===== config.mk =====
export PLATFORM = sky130hd
export DESIGN_NAME = bsrt_ctrl
export DESIGN_NICKNAME = d
export VERILOG_FILES = /design/src/hdl/bsrt_pkg.sv /design/src/hdl/bsrt_ctrl.sv
export SDC_FILE = /design/constraint.sdc
export NUM_CORES = 1
export LEC_CHECK = 0
export ABC_AREA = 0
export BUFFER_PORTS_ARGS = -buffer_cell sky130_fd_sc_hd__clkbuf_2
export CAP_MARGIN = 20
export CORE_AREA = 2 2 39 41
export DETAILED_ROUTE_END_ITERATION = 16
export DIE_AREA = 0 0 41 43
export MAX_ROUTING_LAYER = met4
export PLACE_DENSITY = 0.39
export SETUP_SLACK_MARGIN = 0.2
export SLEW_MARGIN = 10
export SYNTH_ARGS = -nofsm -noshare
export SYNTH_HDL_FRONTEND = slang
export SYNTH_SLANG_ARGS = --single-unit

===== constraint.sdc =====
create_clock -name clk -period 1.7 [get_ports clk]
set_input_delay 0.17 -clock clk [delete_from_list [all_inputs] [get_ports clk]]
set_output_delay 0.17 -clock clk [all_outputs]
set_load 0.005 [all_outputs]

===== src/hdl/bsrt_pkg.sv =====
`default_nettype none
// ---------------------------------------------------------------------------
// bsrt_pkg
// shared types, codes and size helper for the banked symbol range table
// ---------------------------------------------------------------------------
package bsrt_pkg;

	localparam int MAX_ENTRIES = 1024;
	localparam int IDX_W       = $clog2(MAX_ENTRIES);
	localparam int CNT_W       = IDX_W + 1;
	localparam int HIT_INDEX_W = 10;

	localparam logic [15:0] LOW_WINDOW  = 16'h4000;
	localparam logic [15:0] HIGH_WINDOW = 16'h8000;
	localparam logic [15:0] TOP_ADDRESS = 16'hFFFF;

	typedef logic [IDX_W-1:0]       idx_t;
	typedef logic [CNT_W-1:0]       cnt_t;
	typedef logic [HIT_INDEX_W-1:0] hit_idx_t;

	typedef enum logic [1:0] {
		REQ_CLEAR  = 2'd0,
		REQ_APPEND = 2'd1,
		REQ_FINISH = 2'd2,
		REQ_LOOKUP = 2'd3
	} req_t;

	typedef enum logic [1:0] {
		ST_OK        = 2'd0,
		ST_FULL      = 2'd1,
		ST_NOT_READY = 2'd2
	} status_t;

	// controller to datapath
	typedef struct packed {
		logic capture;   // latch the accepted item
		logic exec;      // run clear, append or finish, set up a lookup
		logic scan;      // step the lookup scan
		logic out_load;  // move the staged result to the output register
	} cmd_t;

	// datapath to controller
	typedef struct packed {
		logic lookup_go; // lookup on a ready, non-empty table
		logic match;     // scanned entry covers the probe
		logic last;      // scanned entry is the last stored one
	} stat_t;

	// size of the previous entry once the next start is known
	function automatic logic [15:0] size_before(input logic [15:0] pbank,
		input logic [15:0] pstart, input logic [15:0] nbank, input logic [15:0] nstart);
		logic [15:0] lim;
		logic [15:0] diff;
		lim  = (nstart < LOW_WINDOW) ? nstart : LOW_WINDOW;
		diff = nstart - pstart;
		if (pbank == 16'd0 && pstart < LOW_WINDOW) begin
			diff = lim - pstart;
		end else if (pstart >= LOW_WINDOW && pstart < HIGH_WINDOW) begin
			if (pbank != nbank) begin
				diff = HIGH_WINDOW - pstart;
			end
		end
		return diff;
	endfunction

endpackage
`default_nettype wire


===== src/hdl/bsrt_ctrl.sv =====
`default_nettype none
// ---------------------------------------------------------------------------
// bsrt_ctrl
// sequencer: accept, execute, scan on lookup, hand the result to the output
// ---------------------------------------------------------------------------
module bsrt_ctrl (
	input  wire logic           clk,
	input  wire logic           arst_n,
	input  wire logic           in_valid,
	output logic                in_ready,
	output logic                out_valid,
	input  wire logic           out_ready,
	input  wire bsrt_pkg::stat_t stat,
	output bsrt_pkg::cmd_t      cmd
);

	typedef enum logic [1:0] {
		S_IDLE,
		S_EXEC,
		S_SCAN,
		S_RESP
	} state_t;

	state_t state_q;
	logic   out_valid_q;
	logic   out_free;

	assign out_free  = !out_valid_q || out_ready;
	assign in_ready  = (state_q == S_IDLE);
	assign out_valid = out_valid_q;

	always_comb begin
		cmd          = '0;
		cmd.capture  = (state_q == S_IDLE) && in_valid;
		cmd.exec     = (state_q == S_EXEC);
		cmd.scan     = (state_q == S_SCAN);
		cmd.out_load = (state_q == S_RESP) && out_free;
	end

	always_ff @(posedge clk or negedge arst_n) begin
		if (!arst_n) begin
			state_q     <= S_IDLE;
			out_valid_q <= 1'b0;
		end else begin
			if (cmd.out_load) begin
				out_valid_q <= 1'b1;
			end else if (out_ready) begin
				out_valid_q <= 1'b0;
			end
			unique case (state_q)
				S_IDLE: begin
					if (in_valid) begin
						state_q <= S_EXEC;
					end
				end
				S_EXEC: begin
					state_q <= stat.lookup_go ? S_SCAN : S_RESP;
				end
				S_SCAN: begin
					if (stat.match || stat.last) begin
						state_q <= S_RESP;
					end
				end
				S_RESP: begin
					if (out_free) begin
						state_q <= S_IDLE;
					end
				end
				default: state_q <= S_IDLE;
			endcase
		end
	end

endmodule
`default_nettype wire


==> results.py, run 1 <==
metrics = {
    "sta": {
        "hold_viol": 0,
        "tns_ns": 0,
        "actual_slew_at_the_worst_max_slew_pin_ns": 0.2639,
        "max_slew_margin": 0.8241,
        "achievable_freq_mhz": 665.6,
        "clock_skew_ns": 0.0002789,
        "setup-violations-final": 0,
        "layout_worst_path_cycle_share": 0.8837,
        "final_max_slew_violation_count": 0,
        "layout_min_cycle_time_ns": 1.502,
        "rsz0062_at_grt": "true",
    },
    "cts": {
        "cts_tree": "done",
        "max-clock-path-buffers": 2,
        "cts_made_buffers": 3,
        "cts.sink_count": 3,
        "cts.clk_slew.worst_paths_ns": 0.04,
        "clkLatencyLatePin_ns": 0.23,
        "clock_tree.root_cell": "sky130_fd_sc_hd__clkbuf_4",
        "cts-htree-levels": 1,
    },
    "job": {
        "cap_viol_max_count": 0,
    },
    "setup_path": {
        "path_max_fanout": 3,
        "critical_path.endpoint_type": "register",
        "critical-path-slowest-cell": "sky130_fd_sc_hd__dfrtp_1",
        "critPathMaxStageDelay_ns": 0.38,
        "arrival_ns": 1.61,
        "startpoint_type": "register",
        "required_ns": 1.81,
        "worstPathCellList": "inv_2 -> ha_2 -> a222oi_1 -> buf_4 -> mux2_4",
        "timing_worst_setup_path_type": "register to register",
    },
    "place": {
        "place.detailed.instances": 49,
        "port_buffers": 12,
        "weighted_congestion_at_the_end_of_routability_driven_global_placement": 0.6274,
        "post_dp_cell_area_um2": 315.3,
    },
    "synthesis": {
        "netlist_area_um2": 220.2,
        "prevailing_post_synth_register_cell": "sky130_fd_sc_hd__dfrtp_1",
        "synth_seq_area_share": 0.3409,
        "netlist_top_cells_count": "4 x sky130_fd_sc_hd__ha_1, 3 x sky130_fd_sc_hd__dfrtp_1, 3 x sky130_fd_sc_hd__inv_1, 2 x sky130_fd_sc_hd__nand2b_1",
        "synth.lib_cells_used.distinct": 13,
        "synth.net_count": 32,
        "synthTopCellsByArea": "sky130_fd_sc_hd__dfrtp_1 34%, sky130_fd_sc_hd__ha_1 23%, sky130_fd_sc_hd__nand2b_1 5.7%",
        "yosysMostFrequentCell": "sky130_fd_sc_hd__ha_1",
        "synthesized_instance_count": 21,
        "synth.ff_latch_count": 3,
        "synth.top_cell.area_share": 0.3409,
        "synth-edff-count": 0,
        "synth-warning-count": 0,
        "yosys.area.top_type": "sky130_fd_sc_hd__dfrtp_1",
        "avgSynthCellArea_um2": 10.49,
        "synthArstFlopShare": 1.000,
    },
    "power": {
        "irDropWorstVdd_mv": 0.5691,
        "total_power_mw": 0.7805,
        "internal-power_mw": 0.5130,
        "power_leakage_nw": 0.2322,
        "power.net_switching_mw": 0.2675,
        "sequential_share_of_power": 0.194,
        "share_comb_of_total_power": 0.647,
        "power.density_mw_per_mm2": 1851,
        "p_sw_frac": 0.3427,
        "power.clock.fraction": 0.159,
    },
    "die": {
        "pin_count": 13,
        "floorplan.initialDensity": 0.1591,
        "die_area_mm2": 0.001763,
        "core_area_mm2": 0.001384,
        "chipWidth_um": 41,
        "std_cell_rows": 14,
        "die_h_um": 43,
    },
    "final_layout": {
        "num_antenna_cells": 0,
        "synthToLayoutAreaGrowth_pct": 91.48,
        "nets_final": 58,
        "final_layout_size_suffix_gt1_frac": 0.6739,
        "stdcell_count": 62,
        "layout.cell_area.non_filler_um2": 421.7,
        "fillers": 153,
        "multi_input_area_um2": 157.7,
        "area.sequential_um2": 76.32,
    },
    "detailed_routing": {
        "drt_first_iter_violations": 1,
        "antenna_violating_nets_post_route": 0,
        "post_drt_via_cell_ratio": 3.710,
        "num_vias": 230,
        "wl_um": 560,
        "wl_per_cell_um": 9.032,
        "drt_pre_antenna_iters": 4,
        "drc": 0,
    },
    "grt": {
        "initial_antenna_violation_count": 0,
        "grt_usage": 0.07106,
        "grt_pass1_vias": 225,
        "global_route.overflow_total": 0,
        "grt_first_pass_wirelength_um": 765,
        "maximum_number_of_pins_on_one_net_before_global_route_repair": 6,
    },
    "hold_path": {
        "min-delay-path-class": "input port to register",
    },
    "status": {
        "run_status": "finished clean",
    },
}
## logic make-up (layout without fill, tap and decap cells)
logic type,after synthesis,after routing,synth area share
AND/OR/NAND/NOR,7,7,0.2046
adder cells (fa/ha/maj),4,4,0.2273
flip-flops,3,3,0.3409
buffers and inverters,3,28,0.05113
AO/OA/AOI/OAI,2,2,0.07956
multiplexers,2,2,0.09659
## power by group through the flow
stage	clock network [mW]	registers (mW)	logic [mW]
after floorplan	0	0.147	0.210
after global placement	0	0.152	0.324
after detailed placement	0	0.153	0.321
after CTS	0.133	0.148	0.451
after global routing	0.135	0.159	0.562
final	0.124	0.151	0.505
## metrics by stage
stage	hold WS [ns]	utilization	worst slack [ns]
after floorplan	-0.1256	-	0.1751
after global placement	-0.03007	0.2278	0.09363
after detailed placement	-0.02954	0.2278	0.06610
after CTS	0.2341	0.2893	0.1767
after global routing	0.2542	0.3047	0.1119
final	0.2330	0.3047	0.1977
## layer usage
layer,vias to the layer above,track usage,wire length [um]
met5,-,-,0
met4,0,0.06000,0
met3,0,0.03141,39
met2,8,0.1125,315
met1,103,0.05806,204
li1,119,-,-
## cell type report
cell class                 count  area share
clock buffer                   4     0.06231
inverter                       3     0.02671
multi-input combinational     15      0.3739
sequential                     3      0.1810
tap                           16     0.04748
timing repair buffer          21      0.3086
## state kept, by name, indices dropped and copies added, names as in the netlist
signal,flops
state_q,2
out_valid,1
## worst paths after layout
kind	from	slack [ns]	cells after the start	end
worst max-delay path	state_q[0]	0.20	5	state_q[1]
worst min-delay path	out_ready	0.23	3	out_valid
worst max register to register	state_q[0]	0.20	5	state_q[1]
worst min register to register	out_valid	0.53	2	out_valid
max in group asynchronous	arst_n	1.32	2	state_q[1]
min in group asynchronous	arst_n	0.26	2	state_q[1]
## layout by cell type (no fill, tap or decap)
cell type | netlist | routed
sky130_fd_sc_hd__a211oi_2 | 0 | 1
sky130_fd_sc_hd__a222oi_1 | 1 | 1
sky130_fd_sc_hd__and2_1 | 1 | 1
sky130_fd_sc_hd__and2_2 | 1 | 1
sky130_fd_sc_hd__and3b_1 | 1 | 1
sky130_fd_sc_hd__buf_4 | 0 | 8
sky130_fd_sc_hd__clkbuf_1 | 0 | 1
sky130_fd_sc_hd__clkbuf_2 | 0 | 12
sky130_fd_sc_hd__clkbuf_4 | 0 | 3
sky130_fd_sc_hd__dfrtp_1 | 3 | 2
sky130_fd_sc_hd__dfrtp_2 | 0 | 1
sky130_fd_sc_hd__dlygate4sd3_1 | 0 | 1
sky130_fd_sc_hd__ha_1 | 4 | 2
sky130_fd_sc_hd__ha_2 | 0 | 1
sky130_fd_sc_hd__ha_4 | 0 | 1
sky130_fd_sc_hd__inv_1 | 3 | 1
sky130_fd_sc_hd__inv_2 | 0 | 2
sky130_fd_sc_hd__mux2_4 | 0 | 1
sky130_fd_sc_hd__mux2i_1 | 1 | 1
sky130_fd_sc_hd__nand2b_1 | 2 | 2
sky130_fd_sc_hd__nor2_1 | 1 | 1
sky130_fd_sc_hd__nor2b_1 | 1 | 1
## critical path: cells and delay by family, from the launching register on
family          cells  cell delay (ns)
compound gates      1             0.27
buf+inv             2             0.26
flops               1             0.38
mux                 1             0.29
fa+ha+maj           1             0.19
## what timing repair did
action	4_1_cts	5_1_grt
endpoints found under the hold margin	3	0
hold buffers	1	0
gates resized for setup	1	2
pin swaps	2	1
buffers inserted	6	2
endpoints found under the setup margin	1	3
Note: power is estimated with default switching activity, not from simulation.
==> inputs of run 2 (changes only) <==
- ABC_AREA: 0 -> 1
- PLACE_DENSITY: 0.39 -> 0.42
==> results.py, run 2 <==
metrics = {
    "synthesis": {
        "synth.ff_latch_count": 3,
        "synthArstFlopShare": 1.000,
        "synth-edff-count": 0,
        "synth.top_cell.area_share": 0.2844,
        "adder_cell_fraction_of_synth_area": 0.1896,
        "synth_compound_gate_area_share": 0.05213,
        "prevailing_post_synth_register_cell": "sky130_fd_sc_hd__dfrtp_1",
        "netlist_area_um2": 264.0,
        "post_synth_simple_gate_area": 0.3744,
        "synth_top_family_by_area": "simple AND/OR/NAND/NOR gates",
        "synth.net_count": 48,
        "yosys.area.top_type": "sky130_fd_sc_hd__dfrtp_1",
        "synthTopCellsByArea": "sky130_fd_sc_hd__dfrtp_1 28%, sky130_fd_sc_hd__ha_1 19%, sky130_fd_sc_hd__nand2_1 18%",
        "synth_seq_area_share": 0.2844,
        "yosysMostFrequentCell": "sky130_fd_sc_hd__nand2_1",
        "synth_xor_xnor_area_share": 0,
        "synth.lib_cells_used.distinct": 12,
        "synth-warning-count": 0,
        "avgSynthCellArea_um2": 7.135,
        "yosys-mux-area-fraction": 0,
        "netlist_top_cells_count": "13 x sky130_fd_sc_hd__nand2_1, 6 x sky130_fd_sc_hd__inv_1, 4 x sky130_fd_sc_hd__ha_1, 3 x sky130_fd_sc_hd__dfrtp_1, 3 x sky130_fd_sc_hd__nor2_1",
        "synthesized_instance_count": 37,
    },
    "hold_path": {
        "min-delay-path-class": "input port to register",
    },
    "detailed_routing": {
        "drc": 0,
        "drt_first_iter_violations": 9,
        "antenna_violating_nets_post_route": 0,
        "drt_pre_antenna_iters": 3,
        "num_vias": 255,
        "wl_um": 501,
        "post_drt_via_cell_ratio": 3.643,
        "wl_per_cell_um": 7.157,
    },
    "sta": {
        "achievable_freq_mhz": 743.4,
        "worst_hold_slack_ns": 0.2053,
        "setup-violations-final": 0,
        "actual_slew_at_the_worst_max_slew_pin_ns": 0.1744,
        "max_slew_margin": 0.8837,
        "clock_skew_ns": 0.002559,
        "hold_viol": 0,
        "layout_min_cycle_time_ns": 1.345,
        "rsz0062_at_grt": "false",
        "final_max_slew_violation_count": 0,
        "tns_ns": 0,
        "layout_worst_path_cycle_share": 0.7913,
    },
    "die": {
        "std_cell_rows": 14,
        "floorplan.initialDensity": 0.1908,
        "die_h_um": 43,
        "pin_count": 13,
        "chipWidth_um": 41,
        "core_area_mm2": 0.001384,
        "die_area_mm2": 0.001763,
    },
    "cts": {
        "cts_made_buffers": 3,
        "cts.clk_slew.worst_paths_ns": 0.04,
        "clock_tree.root_cell": "sky130_fd_sc_hd__clkbuf_4",
        "cts-htree-levels": 1,
        "max-clock-path-buffers": 2,
        "cts_setup_buffers": 0,
        "cts_tree": "done",
        "cts.sink_count": 3,
        "clkLatencyLatePin_ns": 0.23,
    },
    "power": {
        "irDropWorstVdd_mv": 0.6533,
        "power.density_mw_per_mm2": 1622,
        "power_leakage_nw": 0.2351,
    },
    "job": {
        "cap_viol_max_count": 0,
    },
    "setup_path": {
        "arrival_ns": 1.18,
        "path_max_fanout": 4,
        "critical_path.endpoint_type": "output port",
        "startpoint_type": "register",
        "timing_worst_setup_path_type": "register to output port",
        "required_ns": 1.53,
    },
    "place": {
        "port_buffers": 12,
        "detailed_place_hpwl_um": 418.9,
        "weighted_congestion_at_the_end_of_routability_driven_global_placement": 0.6200,
    },
    "final_layout": {
        "nets_final": 66,
        "most-common-layout-cells": "13 x sky130_fd_sc_hd__nand2_1, 12 x sky130_fd_sc_hd__clkbuf_2, 6 x sky130_fd_sc_hd__inv_1",
        "largest_register_ffs": 2,
        "num_antenna_cells": 0,
        "most_flop_heavy_register": "state_q",
        "final_layout_size_suffix_gt1_frac": 0.4074,
        "mostFrequentLayoutCell": "sky130_fd_sc_hd__nand2_1",
        "synthToLayoutAreaGrowth_pct": 45.02,
    },
    "grt": {
        "initial_antenna_violation_count": 0,
        "grt_usage": 0.06914,
        "grt_first_pass_wirelength_um": 738,
        "grt_pass1_vias": 197,
        "maximum_number_of_pins_on_one_net_before_global_route_repair": 6,
        "global_route.overflow_total": 0,
    },
    "status": {
        "run_status": "finished clean",
    },
}
==> run 2: repair_timing <==
action	in CTS	in global routing
hold endpoints to repair	3	0
resized for setup	0	1
endpoints found under the setup margin	0	1
hold buffers	1	0
==> run 2: path summary, 6_finish.rpt <==
path	start	end	slack, ns	cells after the start
max	state_q[0]	cmd[3]	0.35	5
min	out_ready	out_valid	0.21	4
max reg2reg	state_q[0]	state_q[0]	0.57	7
min reg2reg	out_valid	out_valid	0.56	2
max in group asynchronous	arst_n	state_q[0]	1.32	2
min in group asynchronous	arst_n	state_q[1]	0.27	2
==> run 2: cells by family (layout without fill, tap and decap cells) <==
| logic type | after synthesis | in the layout |
|---|---|---|
| buffers and inverters | 7 | 24 |
| DFF | 3 | 3 |
| adders and majority gates | 4 | 4 |
| and+or+nand+nor | 21 | 21 |
| AOI/OAI and AO/OA | 2 | 2 |
==> run 2: routing by layer <==
| metal | part of all wire | global-route usage | vias to the layer above |
|---|---|---|---|
| met1 | 0.49 | 0.08442 | 99 |
| met5 | 0 | - | - |
| li1 | - | - | 146 |
| met3 | 0.090 | 0.04712 | 0 |
| met2 | 0.42 | 0.08125 | 10 |
| met4 | 0 | 0.04000 | 0 |
==> run 2: worst max-delay path, cell delays in order, from the launching register on <==
cell                       delay, ns
sky130_fd_sc_hd__dfrtp_1        0.41
sky130_fd_sc_hd__inv_2          0.11
sky130_fd_sc_hd__ha_2           0.22
sky130_fd_sc_hd__nand2_1        0.06
sky130_fd_sc_hd__inv_1          0.04
sky130_fd_sc_hd__clkbuf_2       0.10
==> run 2: cell type report <==
type	count	area [um^2]
fill	154	1001
multi-input combinational	27	165.2
sequential	3	75.07
timing repair buffer	13	70.07
clock buffer	4	26.28
inverter	7	26.28
tap	16	20.02
==> run 2: stage by stage <==
| step | instance area, um^2 | cells | util | total power, mW | worst slack (ns) |
|---|---|---|---|---|---|
| floorplan | 264.0 | 37 | - | 0.3846 | 0.5893 |
| global placement | 344.1 | 65 | 0.2486 | 0.5038 | 0.5035 |
| detailed placement | 344.1 | 65 | 0.2486 | 0.4982 | 0.5079 |
| CTS | 380.4 | 70 | 0.2749 | 0.6352 | 0.2901 |
| global route | 382.9 | 70 | 0.2767 | 0.6998 | 0.2300 |
| finish | 382.9 | 70 | 0.2767 | 0.6211 | 0.3548 |
==> run 2: power by group <==
part           total, mW  leakage (nW)  switching (mW)  internal (mW)
logic              0.337         0.184           0.179          0.158
clock network      0.127        0.0150          0.0385         0.0881
registers          0.158        0.0363          0.0473          0.110
total              0.621         0.235           0.265          0.356
==> inputs of run 3 (changes only) <==
- PLACE_DENSITY: 0.42 -> 0.43
- clock period: 1.7 -> 1.08 ns (I/O delays scaled with it)
==> results.py, run 3 (synthesized netlist as in run 2, its figures left out) <==
metrics = {
    "sta": {
        "tns_ns": -0.6486,
        "layout_worst_path_cycle_share": 1.127,
        "achievable_freq_mhz": 821.5,
        "max_slew_margin": 0.8735,
        "hold_viol": 0,
        "layout_min_cycle_time_ns": 1.217,
        "setup-violations-final": 7,
        "layout_setup_ws_ns": -0.1373,
        "actual_slew_at_the_worst_max_slew_pin_ns": 0.1890,
        "rsz0062_at_grt": "true",
        "final_max_slew_violation_count": 0,
        "clock_skew_ns": 0.001103,
    },
    "die": {
        "std_cell_rows": 14,
        "core_area_mm2": 0.001384,
        "die_h_um": 43,
        "pin_count": 13,
        "floorplan.initialDensity": 0.1908,
        "die_area_mm2": 0.001763,
        "chipWidth_um": 41,
    },
    "power": {
        "share_comb_of_total_power": 0.685,
        "power_leakage_nw": 0.2798,
        "power.clock.fraction": 0.139,
        "total_power_mw": 1.378,
        "power.density_mw_per_mm2": 2754,
        "internal-power_mw": 0.8469,
        "irDropWorstVdd_mv": 0.8979,
        "power.net_switching_mw": 0.5313,
        "p_sw_frac": 0.3855,
        "sequential_share_of_power": 0.176,
    },
    "final_layout": {
        "synthToLayoutAreaGrowth_pct": 89.57,
        "mostFrequentLayoutCell": "sky130_fd_sc_hd__nand2_1",
        "area.sequential_um2": 76.32,
        "layout.cell_area.non_filler_um2": 500.5,
        "nets_final": 71,
        "multi_input_area_um2": 212.7,
        "num_antenna_cells": 0,
        "final_layout_size_suffix_gt1_frac": 0.6271,
        "fin_util": 0.3617,
        "most_flop_heavy_register": "state_q",
        "fillers": 157,
        "most-common-layout-cells": "10 x sky130_fd_sc_hd__nand2_1, 9 x sky130_fd_sc_hd__clkbuf_2, 4 x sky130_fd_sc_hd__inv_1, 4 x sky130_fd_sc_hd__buf_4",
        "largest_register_ffs": 2,
    },
    "status": {
        "violations": "setup timing",
        "run_status": "complete, but fails checks",
    },
    "detailed_routing": {
        "wl_um": 566,
        "drt_pre_antenna_iters": 2,
        "num_vias": 288,
        "post_drt_via_cell_ratio": 3.840,
        "drt_first_iter_violations": 2,
        "antenna_violating_nets_post_route": 0,
        "wl_per_cell_um": 7.547,
        "drc": 0,
    },
    "place": {
        "weighted_congestion_at_the_end_of_routability_driven_global_placement": 0.6120,
        "port_buffers": 12,
        "detailed_place_hpwl_um": 434.9,
        "post_dp_cell_area_um2": 390.4,
    },
    "grt": {
        "grt_pass1_vias": 283,
        "initial_antenna_violation_count": 0,
        "grt_first_pass_wirelength_um": 945,
        "global_route.overflow_total": 0,
        "maximum_number_of_pins_on_one_net_before_global_route_repair": 5,
        "grt_usage": 0.08548,
    },
    "cts": {
        "cts_tree": "done",
        "cts.sink_count": 3,
        "cts_made_buffers": 3,
        "max-clock-path-buffers": 2,
        "clock_tree.root_cell": "sky130_fd_sc_hd__clkbuf_4",
        "clkLatencyLatePin_ns": 0.23,
        "cts.clk_slew.worst_paths_ns": 0.04,
        "cts-htree-levels": 1,
    },
    "setup_path": {
        "timing_worst_setup_path_type": "register to output port",
        "most_frequent_cp_cell": "sky130_fd_sc_hd__inv_2",
        "critical-path-slowest-cell": "sky130_fd_sc_hd__dfrtp_1",
        "path_max_fanout": 4,
        "critPathMaxStageDelay_ns": 0.40,
        "critical_path.endpoint_type": "output port",
        "required_ns": 0.97,
        "crit_family": "flip-flops",
        "timing.critical_path.buf_inv": 3,
        "arrival_ns": 1.11,
        "worstPathCellList": "inv_2 -> ha_4 -> nand2_2 -> inv_2 -> buf_6",
        "startpoint_type": "register",
    },
    "hold_path": {
        "min-delay-path-class": "input port to register",
    },
    "job": {
        "cap_viol_max_count": 0,
    },
}
==> run 3: timing repair <==
| action | CTS | global route |
|---|---|---|
| buffers inserted | 3 | 0 |
| resized for setup | 1 | 12 |
| pin swaps | 0 | 4 |
| hold buffers | 1 | 0 |
| endpoints found under the hold margin | 3 | 0 |
| setup endpoints to repair | 8 | 9 |
==> run 3: path summary, 6_finish.rpt <==
| path | startpoint | endpoint | slack [ns] | depth (start not counted) |
|---|---|---|---|---|
| min in group asynchronous | arst_n | state_q[0] | 0.21 | 2 |
| max in group asynchronous | arst_n | state_q[1] | 0.75 | 2 |
| max reg2reg | state_q[0] | state_q[0] | -0.09 | 8 |
| min reg2reg | out_valid | out_valid | 0.54 | 2 |
| max | state_q[0] | cmd[3] | -0.14 | 5 |
| min | out_ready | out_valid | 0.15 | 4 |
==> run 3: layer usage <==
metal | vias up | share of wire | global-route usage
met5 | - | 0 | -
li1 | 157 | - | -
met3 | 0 | 0.049 | 0.03141
met4 | 0 | 0 | 0.08000
met2 | 7 | 0.54 | 0.1250
met1 | 124 | 0.41 | 0.08065
==> run 3: cell type report <==
| type | instances | area share |
|---|---|---|
| sequential | 3 | 0.1525 |
| timing repair buffer | 18 | 0.2775 |
| tap | 16 | 0.04000 |
| inverter | 7 | 0.05250 |
| multi-input combinational | 27 | 0.4250 |
| clock buffer | 4 | 0.05250 |
==> run 3: metrics by stage <==
step | hold WS [ns] | setup slack, ns | std cells
final | 0.1493 | -0.1373 | 75
after global placement | -0.09056 | -0.01691 | 67
after detailed placement | -0.09049 | -0.01661 | 67
after floorplan | -0.1876 | 0.05352 | 37
after global routing | 0.1925 | -0.2005 | 75
after CTS | 0.1493 | -0.1349 | 75
==> run 3: power groups by stage <==
stage	combinational, mW	sequential [mW]	clock [mW]
global placement	0.677	0.262	0
finish	0.944	0.243	0.192
global route	1.06	0.250	0.210
floorplan	0.448	0.255	0
detailed placement	0.676	0.263	0
CTS	0.849	0.239	0.204
==> run 3: tightest hold or removal path: stages <==
cell	delay [ns]
sky130_fd_sc_hd__clkbuf_2	0.07
sky130_fd_sc_hd__inv_1	0.05
sky130_fd_sc_hd__nand2_1	0.05
sky130_fd_sc_hd__nand2_1	0.04
